## src/sv/lcdt_pkg.sv

```systemverilog
// Shared types and constants of the LCD timing register block.
`timescale 1ns / 1ps

package lcdt_pkg;

    typedef enum logic [1:0] {
        CMD_TICK  = 2'd0,
        CMD_WRITE = 2'd1,
        CMD_READ  = 2'd2,
        CMD_IDLE  = 2'd3
    } cmd_t;

    // Register addresses on the I/O page.
    localparam logic [7:0] ADDR_LCDC = 8'h40;
    localparam logic [7:0] ADDR_STAT = 8'h41;
    localparam logic [7:0] ADDR_SCY  = 8'h42;
    localparam logic [7:0] ADDR_SCX  = 8'h43;
    localparam logic [7:0] ADDR_LY   = 8'h44;
    localparam logic [7:0] ADDR_LYC  = 8'h45;
    localparam logic [7:0] ADDR_DMA  = 8'h46;
    localparam logic [7:0] ADDR_BGP  = 8'h47;
    localparam logic [7:0] ADDR_OBP0 = 8'h48;
    localparam logic [7:0] ADDR_OBP1 = 8'h49;
    localparam logic [7:0] ADDR_WY   = 8'h4A;
    localparam logic [7:0] ADDR_WX   = 8'h4B;
    localparam logic [7:0] ADDR_VBK  = 8'h4F;

    // STAT mode codes.
    localparam logic [1:0] MODE_HBLANK = 2'd0;
    localparam logic [1:0] MODE_VBLANK = 2'd1;
    localparam logic [1:0] MODE_OAM    = 2'd2;
    localparam logic [1:0] MODE_XFER   = 2'd3;

    localparam int          DOT_W         = 10;
    localparam logic [9:0]  LINE_CYCLES   = 10'd456;
    localparam logic [9:0]  MODE2_LAST    = 10'd79;
    localparam logic [9:0]  MODE3_LAST    = 10'd251;
    localparam logic [9:0]  DOT_MAX       = 10'd1023;
    localparam logic [7:0]  VISIBLE_LINES = 8'd144;
    localparam logic [7:0]  TOTAL_LINES   = 8'd154;

    localparam logic [7:0]  LCDC_RESET    = 8'h91;
    localparam logic [7:0]  BGP_RESET     = 8'hFC;
    localparam logic [7:0]  OBP_RESET     = 8'hFF;
    localparam logic [7:0]  DMA_READ_VAL  = 8'hFF;
    localparam logic [7:0]  STAT_WR_MASK  = 8'hF8;
    localparam int          LCD_ON_BIT    = 7;
    localparam int          COINC_BIT     = 2;

    typedef struct packed {
        cmd_t       command;
        logic [7:0] port_address;
        logic [7:0] write_data;
        logic [5:0] tick_cycles;
    } item_t;

    typedef struct packed {
        logic [7:0] read_data;
        logic       bad_address;
        logic       vblank_irq;
        logic       render_request;
        logic       dma_go;
        logic [7:0] dma_page;
        logic [1:0] lcd_mode;
        logic [7:0] current_line;
    } result_t;

endpackage

```

## src/sv/lcdt_if.sv

```systemverilog
// Request and result channel interfaces of the LCD timing register block.
`timescale 1ns / 1ps

interface lcdt_in_if;
    logic       valid;
    logic       ready;
    logic [1:0] command;
    logic [7:0] port_address;
    logic [7:0] write_data;
    logic [5:0] tick_cycles;

    modport source (output valid, command, port_address, write_data, tick_cycles,
                    input ready);
    modport sink   (input valid, command, port_address, write_data, tick_cycles,
                    output ready);
endinterface

interface lcdt_out_if;
    logic       valid;
    logic       ready;
    logic [7:0] read_data;
    logic       bad_address;
    logic       vblank_irq;
    logic       render_request;
    logic       dma_go;
    logic [7:0] dma_page;
    logic [1:0] lcd_mode;
    logic [7:0] current_line;

    modport source (output valid, read_data, bad_address, vblank_irq, render_request,
                    dma_go, dma_page, lcd_mode, current_line,
                    input ready);
    modport sink   (input valid, read_data, bad_address, vblank_irq, render_request,
                    dma_go, dma_page, lcd_mode, current_line,
                    output ready);
endinterface

```

## src/sv/lcdt_core.sv

```systemverilog
// Display register file and line/mode timer, one request per enabled cycle.
`timescale 1ns / 1ps

module lcdt_core
(
    input  logic             clk,
    input  logic             rst_n,
    input  logic             color_mode,
    input  logic             step_en,
    input  lcdt_pkg::item_t  item,
    output lcdt_pkg::result_t result
);

    logic [7:0] lcdc_reg, lcdc_next;
    logic [7:0] stat_reg, stat_next;
    logic [7:0] scy_reg, scy_next;
    logic [7:0] scx_reg, scx_next;
    logic [7:0] ly_reg, ly_next;
    logic [7:0] lyc_reg, lyc_next;
    logic [7:0] bgp_reg, bgp_next;
    logic [7:0] obp0_reg, obp0_next;
    logic [7:0] obp1_reg, obp1_next;
    logic [7:0] wx_reg, wx_next;
    logic [7:0] wy_reg, wy_next;
    logic [7:0] dma_src_reg, dma_src_next;
    logic [7:0] vbk_reg, vbk_next;
    logic [lcdt_pkg::DOT_W-1:0] dot_reg, dot_next;
    logic       dma_pend_reg, dma_pend_next;

    logic [lcdt_pkg::DOT_W:0]   dot_sum;
    logic [lcdt_pkg::DOT_W-1:0] dot_sat;
    logic [7:0]                 ly_inc;

    assign dot_sum = {1'b0, dot_reg} + {{(lcdt_pkg::DOT_W-5){1'b0}}, item.tick_cycles};
    assign dot_sat = dot_sum[lcdt_pkg::DOT_W] ? lcdt_pkg::DOT_MAX
                                              : dot_sum[lcdt_pkg::DOT_W-1:0];
    assign ly_inc  = ly_reg + 8'd1;

    always_comb
    begin
        lcdc_next     = lcdc_reg;
        stat_next     = stat_reg;
        scy_next      = scy_reg;
        scx_next      = scx_reg;
        ly_next       = ly_reg;
        lyc_next      = lyc_reg;
        bgp_next      = bgp_reg;
        obp0_next     = obp0_reg;
        obp1_next     = obp1_reg;
        wx_next       = wx_reg;
        wy_next       = wy_reg;
        dma_src_next  = dma_src_reg;
        vbk_next      = vbk_reg;
        dot_next      = dot_reg;
        dma_pend_next = dma_pend_reg;
        result        = '0;

        unique case (item.command)
            lcdt_pkg::CMD_WRITE:
            begin
                unique case (item.port_address)
                    lcdt_pkg::ADDR_LCDC: lcdc_next = item.write_data;
                    lcdt_pkg::ADDR_STAT: stat_next = (item.write_data & lcdt_pkg::STAT_WR_MASK)
                                                   | (stat_reg & ~lcdt_pkg::STAT_WR_MASK);
                    lcdt_pkg::ADDR_SCY:  scy_next  = item.write_data;
                    lcdt_pkg::ADDR_SCX:  scx_next  = item.write_data;
                    lcdt_pkg::ADDR_LY:   ly_next   = '0;
                    lcdt_pkg::ADDR_LYC:  lyc_next  = item.write_data;
                    lcdt_pkg::ADDR_DMA:
                    begin
                        dma_src_next  = item.write_data;
                        dma_pend_next = 1'b1;
                    end
                    lcdt_pkg::ADDR_BGP:  bgp_next  = item.write_data;
                    lcdt_pkg::ADDR_OBP0: obp0_next = item.write_data;
                    lcdt_pkg::ADDR_OBP1: obp1_next = item.write_data;
                    lcdt_pkg::ADDR_WY:   wy_next   = item.write_data;
                    lcdt_pkg::ADDR_WX:   wx_next   = item.write_data;
                    lcdt_pkg::ADDR_VBK:
                    begin
                        // Ignored without a flag when color mode is off.
                        if (color_mode)
                        begin
                            vbk_next = item.write_data;
                        end
                    end
                    default:             result.bad_address = 1'b1;
                endcase
            end
            lcdt_pkg::CMD_READ:
            begin
                unique case (item.port_address)
                    lcdt_pkg::ADDR_LCDC: result.read_data = lcdc_reg;
                    lcdt_pkg::ADDR_STAT: result.read_data = stat_reg;
                    lcdt_pkg::ADDR_SCY:  result.read_data = scy_reg;
                    lcdt_pkg::ADDR_SCX:  result.read_data = scx_reg;
                    lcdt_pkg::ADDR_LY:   result.read_data = ly_reg;
                    lcdt_pkg::ADDR_LYC:  result.read_data = lyc_reg;
                    lcdt_pkg::ADDR_DMA:  result.read_data = lcdt_pkg::DMA_READ_VAL;
                    lcdt_pkg::ADDR_BGP:  result.read_data = bgp_reg;
                    lcdt_pkg::ADDR_OBP0: result.read_data = obp0_reg;
                    lcdt_pkg::ADDR_OBP1: result.read_data = obp1_reg;
                    lcdt_pkg::ADDR_WY:   result.read_data = wy_reg;
                    lcdt_pkg::ADDR_WX:   result.read_data = wx_reg;
                    default:             result.bad_address = 1'b1;
                endcase
            end
            lcdt_pkg::CMD_TICK:
            begin
                if (lcdc_reg[lcdt_pkg::LCD_ON_BIT])
                begin
                    dot_next = dot_sat;
                    if (dma_pend_reg)
                    begin
                        result.dma_go   = 1'b1;
                        result.dma_page = dma_src_reg;
                        dma_pend_next   = 1'b0;
                        dma_src_next    = '0;
                    end

                    if (stat_reg[1:0] == lcdt_pkg::MODE_VBLANK)
                    begin
                        if (dot_sat >= lcdt_pkg::LINE_CYCLES)
                        begin
                            dot_next = dot_sat - lcdt_pkg::LINE_CYCLES;
                            ly_next  = ly_inc;
                            if (ly_inc >= lcdt_pkg::TOTAL_LINES)
                            begin
                                stat_next[1:0] = lcdt_pkg::MODE_HBLANK;
                                ly_next        = '0;
                            end
                            stat_next[lcdt_pkg::COINC_BIT] = (ly_next == lyc_reg);
                        end
                    end
                    else if (dot_sat <= lcdt_pkg::MODE2_LAST)
                    begin
                        stat_next[1:0] = lcdt_pkg::MODE_OAM;
                    end
                    else if (dot_sat <= lcdt_pkg::MODE3_LAST)
                    begin
                        stat_next[1:0]        = lcdt_pkg::MODE_XFER;
                        result.render_request = 1'b1;
                    end
                    else if (dot_sat < lcdt_pkg::LINE_CYCLES)
                    begin
                        stat_next[1:0] = lcdt_pkg::MODE_HBLANK;
                    end
                    else
                    begin
                        dot_next = dot_sat - lcdt_pkg::LINE_CYCLES;
                        ly_next  = ly_inc;
                        if (ly_inc >= lcdt_pkg::VISIBLE_LINES)
                        begin
                            stat_next[1:0]    = lcdt_pkg::MODE_VBLANK;
                            result.vblank_irq = 1'b1;
                        end
                        else
                        begin
                            stat_next[1:0] = lcdt_pkg::MODE_HBLANK;
                        end
                        stat_next[lcdt_pkg::COINC_BIT] = (ly_inc == lyc_reg);
                    end
                end
            end
            lcdt_pkg::CMD_IDLE:
            begin
                result.bad_address = 1'b0;
            end
        endcase

        result.lcd_mode     = stat_next[1:0];
        result.current_line = ly_next;
    end

    always_ff @(posedge clk or negedge rst_n)
    begin
        if (!rst_n)
        begin
            lcdc_reg     <= lcdt_pkg::LCDC_RESET;
            stat_reg     <= '0;
            scy_reg      <= '0;
            scx_reg      <= '0;
            ly_reg       <= '0;
            lyc_reg      <= '0;
            bgp_reg      <= lcdt_pkg::BGP_RESET;
            obp0_reg     <= lcdt_pkg::OBP_RESET;
            obp1_reg     <= lcdt_pkg::OBP_RESET;
            wx_reg       <= '0;
            wy_reg       <= '0;
            dma_src_reg  <= '0;
            vbk_reg      <= '0;
            dot_reg      <= '0;
            dma_pend_reg <= 1'b0;
        end
        else if (step_en)
        begin
            lcdc_reg     <= lcdc_next;
            stat_reg     <= stat_next;
            scy_reg      <= scy_next;
            scx_reg      <= scx_next;
            ly_reg       <= ly_next;
            lyc_reg      <= lyc_next;
            bgp_reg      <= bgp_next;
            obp0_reg     <= obp0_next;
            obp1_reg     <= obp1_next;
            wx_reg       <= wx_next;
            wy_reg       <= wy_next;
            dma_src_reg  <= dma_src_next;
            vbk_reg      <= vbk_next;
            dot_reg      <= dot_next;
            dma_pend_reg <= dma_pend_next;
        end
    end

endmodule

```

## src/sv/lcd_timing_register_block_core.sv

```systemverilog
// Top level of the LCD timing register block: input stage, core and result stage.
//
//   channel   | dir | handshake       | carries
//   ----------+-----+-----------------+---------------------------------------
//   req       | in  | valid / ready   | command, port_address, write_data, tick_cycles
//   rsp       | out | valid / ready   | read data, flags, DMA start, mode, line
//   cfg       | in  | cfg_write_en    | color_mode bit
//
// One request per clock is accepted unless stalled; its result is registered.
// The core updates the register file in the cycle the captured request moves
// into the result register, so back-to-back requests see each other's effects.
// A stalled result holds the pipeline; the input stage still takes a request
// while it is empty. Reset is immediate: no clearing pass is needed.
`timescale 1ns / 1ps

module lcd_timing_register_block_core
(
    input  logic         clk,
    input  logic         rst_n,
    input  logic         cfg_write_en,
    input  logic         cfg_write_data,
    lcdt_in_if.sink      req,
    lcdt_out_if.source   rsp
);

    logic                color_mode_reg;
    logic                s1_valid_reg;
    lcdt_pkg::item_t     s1_item_reg;
    logic                out_valid_reg;
    lcdt_pkg::result_t   out_data_reg;
    lcdt_pkg::result_t   core_result;
    logic                advance;
    logic                fire;

    assign advance   = !out_valid_reg || rsp.ready;
    assign fire      = s1_valid_reg && advance;
    assign req.ready = !s1_valid_reg || advance;

    always_ff @(posedge clk or negedge rst_n)
    begin
        if (!rst_n)
        begin
            color_mode_reg <= 1'b0;
        end
        else if (cfg_write_en)
        begin
            color_mode_reg <= cfg_write_data;
        end
    end

    always_ff @(posedge clk or negedge rst_n)
    begin
        if (!rst_n)
        begin
            s1_valid_reg  <= 1'b0;
            out_valid_reg <= 1'b0;
        end
        else
        begin
            if (req.ready)
            begin
                s1_valid_reg <= req.valid;
            end
            if (advance)
            begin
                out_valid_reg <= s1_valid_reg;
            end
        end
    end

    always_ff @(posedge clk)
    begin
        if (req.valid && req.ready)
        begin
            s1_item_reg.command      <= lcdt_pkg::cmd_t'(req.command);
            s1_item_reg.port_address <= req.port_address;
            s1_item_reg.write_data   <= req.write_data;
            s1_item_reg.tick_cycles  <= req.tick_cycles;
        end
        if (fire)
        begin
            out_data_reg <= core_result;
        end
    end

    lcdt_core u_core
    (
        .clk        (clk),
        .rst_n      (rst_n),
        .color_mode (color_mode_reg),
        .step_en    (fire),
        .item       (s1_item_reg),
        .result     (core_result)
    );

    assign rsp.valid          = out_valid_reg;
    assign rsp.read_data      = out_data_reg.read_data;
    assign rsp.bad_address    = out_data_reg.bad_address;
    assign rsp.vblank_irq     = out_data_reg.vblank_irq;
    assign rsp.render_request = out_data_reg.render_request;
    assign rsp.dma_go         = out_data_reg.dma_go;
    assign rsp.dma_page       = out_data_reg.dma_page;
    assign rsp.lcd_mode       = out_data_reg.lcd_mode;
    assign rsp.current_line   = out_data_reg.current_line;

endmodule

```

## src/flat_wrapper.sv

```systemverilog
// flat-port wrapper written by rule: the top's interface ports become plain ports
module lcd_timing_register_block_core_flat 
  (clk, rst_n, cfg_write_en, cfg_write_data, req_valid, req_command, req_port_address, req_write_data, req_tick_cycles, req_ready, rsp_valid, rsp_read_data, rsp_bad_address, rsp_vblank_irq, rsp_render_request, rsp_dma_go, rsp_dma_page, rsp_lcd_mode, rsp_current_line, rsp_ready);
  lcdt_in_if req_i ();
  lcdt_out_if rsp_i ();
  input  logic clk;
  input  logic rst_n;
  input  logic cfg_write_en;
  input  logic cfg_write_data;
  input wire logic [$bits(req_i.valid)-1:0] req_valid;
  input wire logic [$bits(req_i.command)-1:0] req_command;
  input wire logic [$bits(req_i.port_address)-1:0] req_port_address;
  input wire logic [$bits(req_i.write_data)-1:0] req_write_data;
  input wire logic [$bits(req_i.tick_cycles)-1:0] req_tick_cycles;
  output wire logic [$bits(req_i.ready)-1:0] req_ready;
  output wire logic [$bits(rsp_i.valid)-1:0] rsp_valid;
  output wire logic [$bits(rsp_i.read_data)-1:0] rsp_read_data;
  output wire logic [$bits(rsp_i.bad_address)-1:0] rsp_bad_address;
  output wire logic [$bits(rsp_i.vblank_irq)-1:0] rsp_vblank_irq;
  output wire logic [$bits(rsp_i.render_request)-1:0] rsp_render_request;
  output wire logic [$bits(rsp_i.dma_go)-1:0] rsp_dma_go;
  output wire logic [$bits(rsp_i.dma_page)-1:0] rsp_dma_page;
  output wire logic [$bits(rsp_i.lcd_mode)-1:0] rsp_lcd_mode;
  output wire logic [$bits(rsp_i.current_line)-1:0] rsp_current_line;
  input wire logic [$bits(rsp_i.ready)-1:0] rsp_ready;
  assign req_i.valid = req_valid;
  assign req_i.command = req_command;
  assign req_i.port_address = req_port_address;
  assign req_i.write_data = req_write_data;
  assign req_i.tick_cycles = req_tick_cycles;
  assign req_ready = req_i.ready;
  assign rsp_valid = rsp_i.valid;
  assign rsp_read_data = rsp_i.read_data;
  assign rsp_bad_address = rsp_i.bad_address;
  assign rsp_vblank_irq = rsp_i.vblank_irq;
  assign rsp_render_request = rsp_i.render_request;
  assign rsp_dma_go = rsp_i.dma_go;
  assign rsp_dma_page = rsp_i.dma_page;
  assign rsp_lcd_mode = rsp_i.lcd_mode;
  assign rsp_current_line = rsp_i.current_line;
  assign rsp_i.ready = rsp_ready;
  lcd_timing_register_block_core u_core (.clk(clk), .rst_n(rst_n), .cfg_write_en(cfg_write_en), .cfg_write_data(cfg_write_data), .req(req_i), .rsp(rsp_i));
endmodule
```

## config.mk

```make
export PLATFORM = sky130hd
export DESIGN_NAME = lcd_timing_register_block_core_flat
export DESIGN_NICKNAME = d
export VERILOG_FILES = /design/src/sv/lcdt_pkg.sv /design/src/sv/lcdt_if.sv /design/src/sv/lcdt_core.sv /design/src/sv/lcd_timing_register_block_core.sv /design/src/flat_wrapper.sv
export SDC_FILE = /design/constraint.sdc
export NUM_CORES = 1
export LEC_CHECK = 0
export ABC_AREA = 1
export BUFFER_PORTS_ARGS = -buffer_cell sky130_fd_sc_hd__buf_2
export CAP_MARGIN = 20
export CELL_PAD_IN_SITES_DETAIL_PLACEMENT = 1
export CELL_PAD_IN_SITES_GLOBAL_PLACEMENT = 1
export CORE_MARGIN = 4
export CORE_UTILIZATION = 25
export DETAILED_ROUTE_END_ITERATION = 8
export HOLD_SLACK_MARGIN = 0.06
export PLACE_DENSITY_LB_ADDON = 0.1
export RECOVER_POWER = 100
export SLEW_MARGIN = 5
export SYNTH_ARGS = -nofsm -noshare
export SYNTH_HDL_FRONTEND = slang
export SYNTH_SLANG_ARGS = --single-unit
export TNS_END_PERCENT = 100
```

## constraint.sdc

```tcl
create_clock -name clk -period 4 [get_ports clk]
set_input_delay 0.8 -clock clk [delete_from_list [all_inputs] [get_ports clk]]
set_output_delay 0.8 -clock clk [all_outputs]
set_load 0.05 [all_outputs]
```

* After elaboration in Yosys (flattened, before gate mapping) *
Index checks and enable logic that the tools add are counted.

cells by class
  add/sub/neg operators = 3
  magnitude comparators = 6
  equality and inequality tests = 26
  muxes and demuxes = 46
  bitwise logic cells = 3
  reduce and logical (&&, ||, !) cells = 28

operators by type and width
  operator                 count
  $mux W8                  15
  $eq A8 B7 Y1 const B     13
  $pmux W8 S12             1
  $mux W10                 6
  $reduce_and A3 Y1        12
  $pmux W8 S2              2
  $eq A8 B8 Y1             2
  $ge A8 B8 Y1 const B     2
  $reduce_or A13 Y1        1
  $mux W3                  4
  $ne A3 B3 Y1 const B     4
  $reduce_or A12 Y1        1
  $add A10 B6 Y11          1
  $mux W1                  11
  $ge A10 B9 Y1 const B    1
  $le A10 B7 Y1 const B    1
  $le A10 B8 Y1 const B    1
  $lt A10 B9 Y1 const B    1
  $sub A10 B9 Y10 const B  1
  $mux W9                  1
  $add A8 B1 Y8 const B    1
  $or A8 B3 Y8             1
  $reduce_and A8 Y1        1
  $mux W2                  3
  other kinds (17)         25

word-level totals
  register bits after elaboration = 163
  bits of input ports = 30
  output and inout port bits = 32
  word-level logic and storage cells = 142

* Logic depth before layout (Yosys ltp) *
  depth after elaboration = 12
  gate-level depth with buffers = 20
  depth with buffers taken out = 19

* Cells and area by module *
From an unflattened synthesis, not the netlist that was laid out.

unflattened totals
  cells, all modules = 941
  area, all modules = 8219.1 µm²

by module, submodules not included
  module                          times used  cells an instance  area each (µm²)  sequential area each (µm²)
  lcdt_core                       1           871                6465.0           2708.8
  lcd_timing_register_block_core  1           70                 1754.2           1696.6

* Worst setup path before layout *
No wires, ideal clock.

  path type = register to register
  from = reg u_core.u_core.dot_reg[0] in the netlist's numbering
  to = reg u_core.out_data_reg, in the netlist u_core.rsp.current_line[0], data pin
  library setup time = 0.259 ns
  data arrival time = 2.154 ns
  setup slack = 1.587 ns
  cell stages (with the launch flop) = 15
  path buffers = 2
  clock period less this slack = 2.413 ns
  cell sequence = dfrtp_1 ha_1 fa_1 nand3_1 nand2_2 inv_2 buf_6 nand2_2 nor2_2 nor2_4 nor2_8 buf_6 nand2_2 nand4_1 nand2_1

RTL lines
  what                    RTL line                              source
  from (decl)             lcdt_core.sv:27                       logic [lcdt_pkg::DOT_W-1:0] dot_reg, dot_next;
  from (signal assigned)  lcdt_core.sv:210                      dot_reg <= dot_next;
  to (signal assigned)    lcd_timing_register_block_core.sv:82  out_data_reg <= core_result;
  to (decl)               lcd_timing_register_block_core.sv:30  lcdt_pkg::result_t out_data_reg;

==> flow_summary.json <==
{
  "ys_seq_area_share_pct": 53.7,
  "status": "complete, but fails checks",
  "tightestPinTransition_ps": 2760,
  "grt_use_met2_pct": 24.4,
  "fill_cells": 3850,
  "synth_edf_count": 54,
  "peakVddDrop_v": 0.000302,
  "die_area_sq_um": 35600,
  "endpoint_kind": "flip-flop",
  "fin_util_pct": 29.7,
  "routedWlPerCell_um": 17.4,
  "p_leak_nw": 4.22,
  "clk_latency_ps": 450,
  "drc": 0,
  "rows": 65,
  "clock-sinks": 163,
  "syn_area_sq_um": 8160,
  "synthToLayoutAreaGrowth_pct": 16.2,
  "hold_ws_ps": 488,
  "dp_cells": 1429,
  "cts_setup_buffers": 0,
  "violations": "max-capacitance violations, max-slew violations",
  "p_comb_share_pct": 12.2,
  "design.core.area_sq_um": 31900,
  "pwr-share-seq_pct": 45.3,
  "setup_violations": 0,
  "grt_use_met1_pct": 19.9,
  "finalHoldViolCount": 0,
  "setup_slack_ps": 750,
  "fin_cells": 1461,
  "hp-class": "flip-flop to flip-flop",
  "place_hpwl_mm": 18.3,
  "cts_tree": "built",
  "cp-start-kind": "flip-flop",
  "synth_ff_type": "dfrtp_1",
  "swShare_pct": 29.8,
  "synth_area_leaders": "dfrtp_1 26%, edfxtp_1 20%, nand2_1 13%",
  "largest_register_ffs": 24,
  "p_int_mw": 2.96,
  "vias": 6631,
  "synth.most_common_cell": "nand2_1",
  "pwr-share-clk_pct": 42.5,
  "ctsHoldBuffers": 0,
  "drt_pass1_iterations": 4,
  "antenna_left": 0,
  "synth_nets": 992,
  "drt-vias-per-instance": 4.54,
  "cp_data_required_time_ps": 4380,
  "final_nets": 1056,
  "critPathArrivalTime_ps": 3630,
  "drv_slew": 45,
  "finalCritPeriodShare_pct": 81.2,
  "skew_ps": 17.0,
  "drtIter0Drc": 333,
  "gp_congestion": 0.768,
  "async_flop_share_pct": 66.9,
  "p_per_area_nw_per_um2": 444,
  "fmax_mhz": 308,
  "die_y_um": 189,
  "yosys-top-cells-count": "285 x nand2_1, 113 x o21ai_0, 111 x inv_1, 84 x dfrtp_1, 65 x nand3_1",
  "post_route_cells_drive_above_1_share_pct": 11.1,
  "synth_seq_cells": 163,
  "n_antenna_cell": 0,
  "ctsRootBufferMaster": "clkbuf_16",
  "synthCells": 949,
  "grt_max_degree": 45,
  "setup_tns_ps": 0,
  "antenna_found_initial": 0,
  "clockBufferDepth": 2,
  "maxCapViolations": 1,
  "rr_worst_depth": 13,
  "post-place-ws_ps": 976,
  "grt_util_all_layers_pct": 14.8,
  "cts.repair.resized": 0,
  "netSwitchingPower_mw": 1.25,
  "grt_pass1_wl_mm": 40.7,
  "crit_type": "flip-flop to flip-flop",
  "chipWidth_um": 189,
  "busiest_layer": "met2",
  "placed_area_sq_um": 8960,
  "use_met3_pct": 2.95,
  "finalCriticalPeriod_ps": 3250,
  "first_global_vias": 6963,
  "cts.clk_slew.worst_paths_ps": 70,
  "finalPower_mw": 4.21,
  "htreeDepth": 4,
  "synth_area_per_cell_sq_um": 8.60,
  "synth_cell_type_count": 45,
  "whs_path_depth": 2,
  "rsz0062_at_grt": "no",
  "start_util_pct": 25.6,
  "routed_wirelength_mm": 25.4,
  "relSlewSlack_pct": -84.1,
  "cts_inserted_buffers": 17,
  "synth_top_area_cell": "dfrtp_1",
  "overflow": 0,
  "synth_top_cell_area_share_pct": 25.8,
  "io_pins": 62,
  "fin_area_sq_um": 9480,
  "worst-path-max-fanout": 22,
  "ys_warn_count": 0,
  "io_buffer_count": 59
}
path summary, 6_finish.rpt:
check / start / endpoint / slack (ps)
max in group asynchronous: rst_n / u_core.u_core.wy_reg[3] / 910
worst max-delay path: u_core.u_core.dot_reg[0] / u_core.u_core.ly_reg[4] / 750
worst min-delay path: u_core.u_core.wy_reg[5] / u_core.u_core.wy_reg[5] / 490
worst min register to register: u_core.u_core.wy_reg[5] / u_core.u_core.wy_reg[5] / 490
worst max register to register: u_core.u_core.dot_reg[0] / u_core.u_core.ly_reg[4] / 750
min in group asynchronous: rst_n / u_core.u_core.dot_reg[7] / 1230
logic make-up after synthesis:
logic type,Yosys count,synth area share (%)
AND/OR/NAND/NOR,447,23.9
XOR/XNOR,7,0.751
adder cells (fa/ha/maj),13,2.08
flip-flops,163,53.7
buffers and inverters,144,7.04
AO/OA/AOI/OAI,175,12.5
critical path, cell delays in order, from the launching register on:
cell     delay (ps)
dfrtp_1         390
ha_1            230
fa_1            510
nand3_1         120
nand2_1         100
inv_1           400
nand4_1         260
nand3_1         160
nand2_2         280
nand3_1         260
nand4_1         100
o21ai_1         180
nand2_1          90
nand2_1          90
layout make-up:
class / count / area, sq um / area share [%]
flip-flops and latches: 163 / 4380 / 46.2
clock buffers: 18 / 450 / 4.75
clock inverters: 14 / 184 / 1.94
multi-input cells: 642 / 3170 / 33.4
repair buffers: 70 / 310 / 3.27
well taps: 435 / 544 / 5.74
inverters: 119 / 447 / 4.71
metal layers:
layer | vias up | share of wire [%] | wire [um]
met2 | 64 | 48 | 12300
met4 | 0 | 1.1 | 274
met3 | 16 | 2.7 | 696
met1 | 3264 | 48 | 12200
li1 | 3287 | - | -
met5 | - | 0 | 0
power groups by stage:
stage / clock network (mW) / logic [mW] / registers, mW
2_1_floorplan: 0 / 0.234 / 2.06
3_3_place_gp: 0 / 0.545 / 1.94
3_5_place_dp: 0 / 0.549 / 1.94
4_1_cts: 1.85 / 0.550 / 1.91
5_1_grt: 1.94 / 0.572 / 1.92
6_report: 1.79 / 0.513 / 1.91
cells in the final DEF (no fill, tap or decap), types with 4 or more instances in the layout:
master / count
a22o_1: 6
edfxtp_1: 54
o21ai_0: 115
nand3_1: 65
o21ai_1: 4
dfrtp_1: 84
nand4_1: 19
dfstp_2: 25
xor2_1: 6
nor2_1: 46
a21oi_1: 11
inv_6: 5
clkbuf_16: 18
o22ai_1: 4
inv_1: 112
a211oi_1: 5
clkbuf_1: 38
inv_2: 4
nand2_2: 9
a221oi_1: 18
clkbuf_2: 4
nand2_1: 287
buf_2: 25
nor3_1: 10
ha_1: 12
Note: power is estimated with default switching activity, not from simulation.
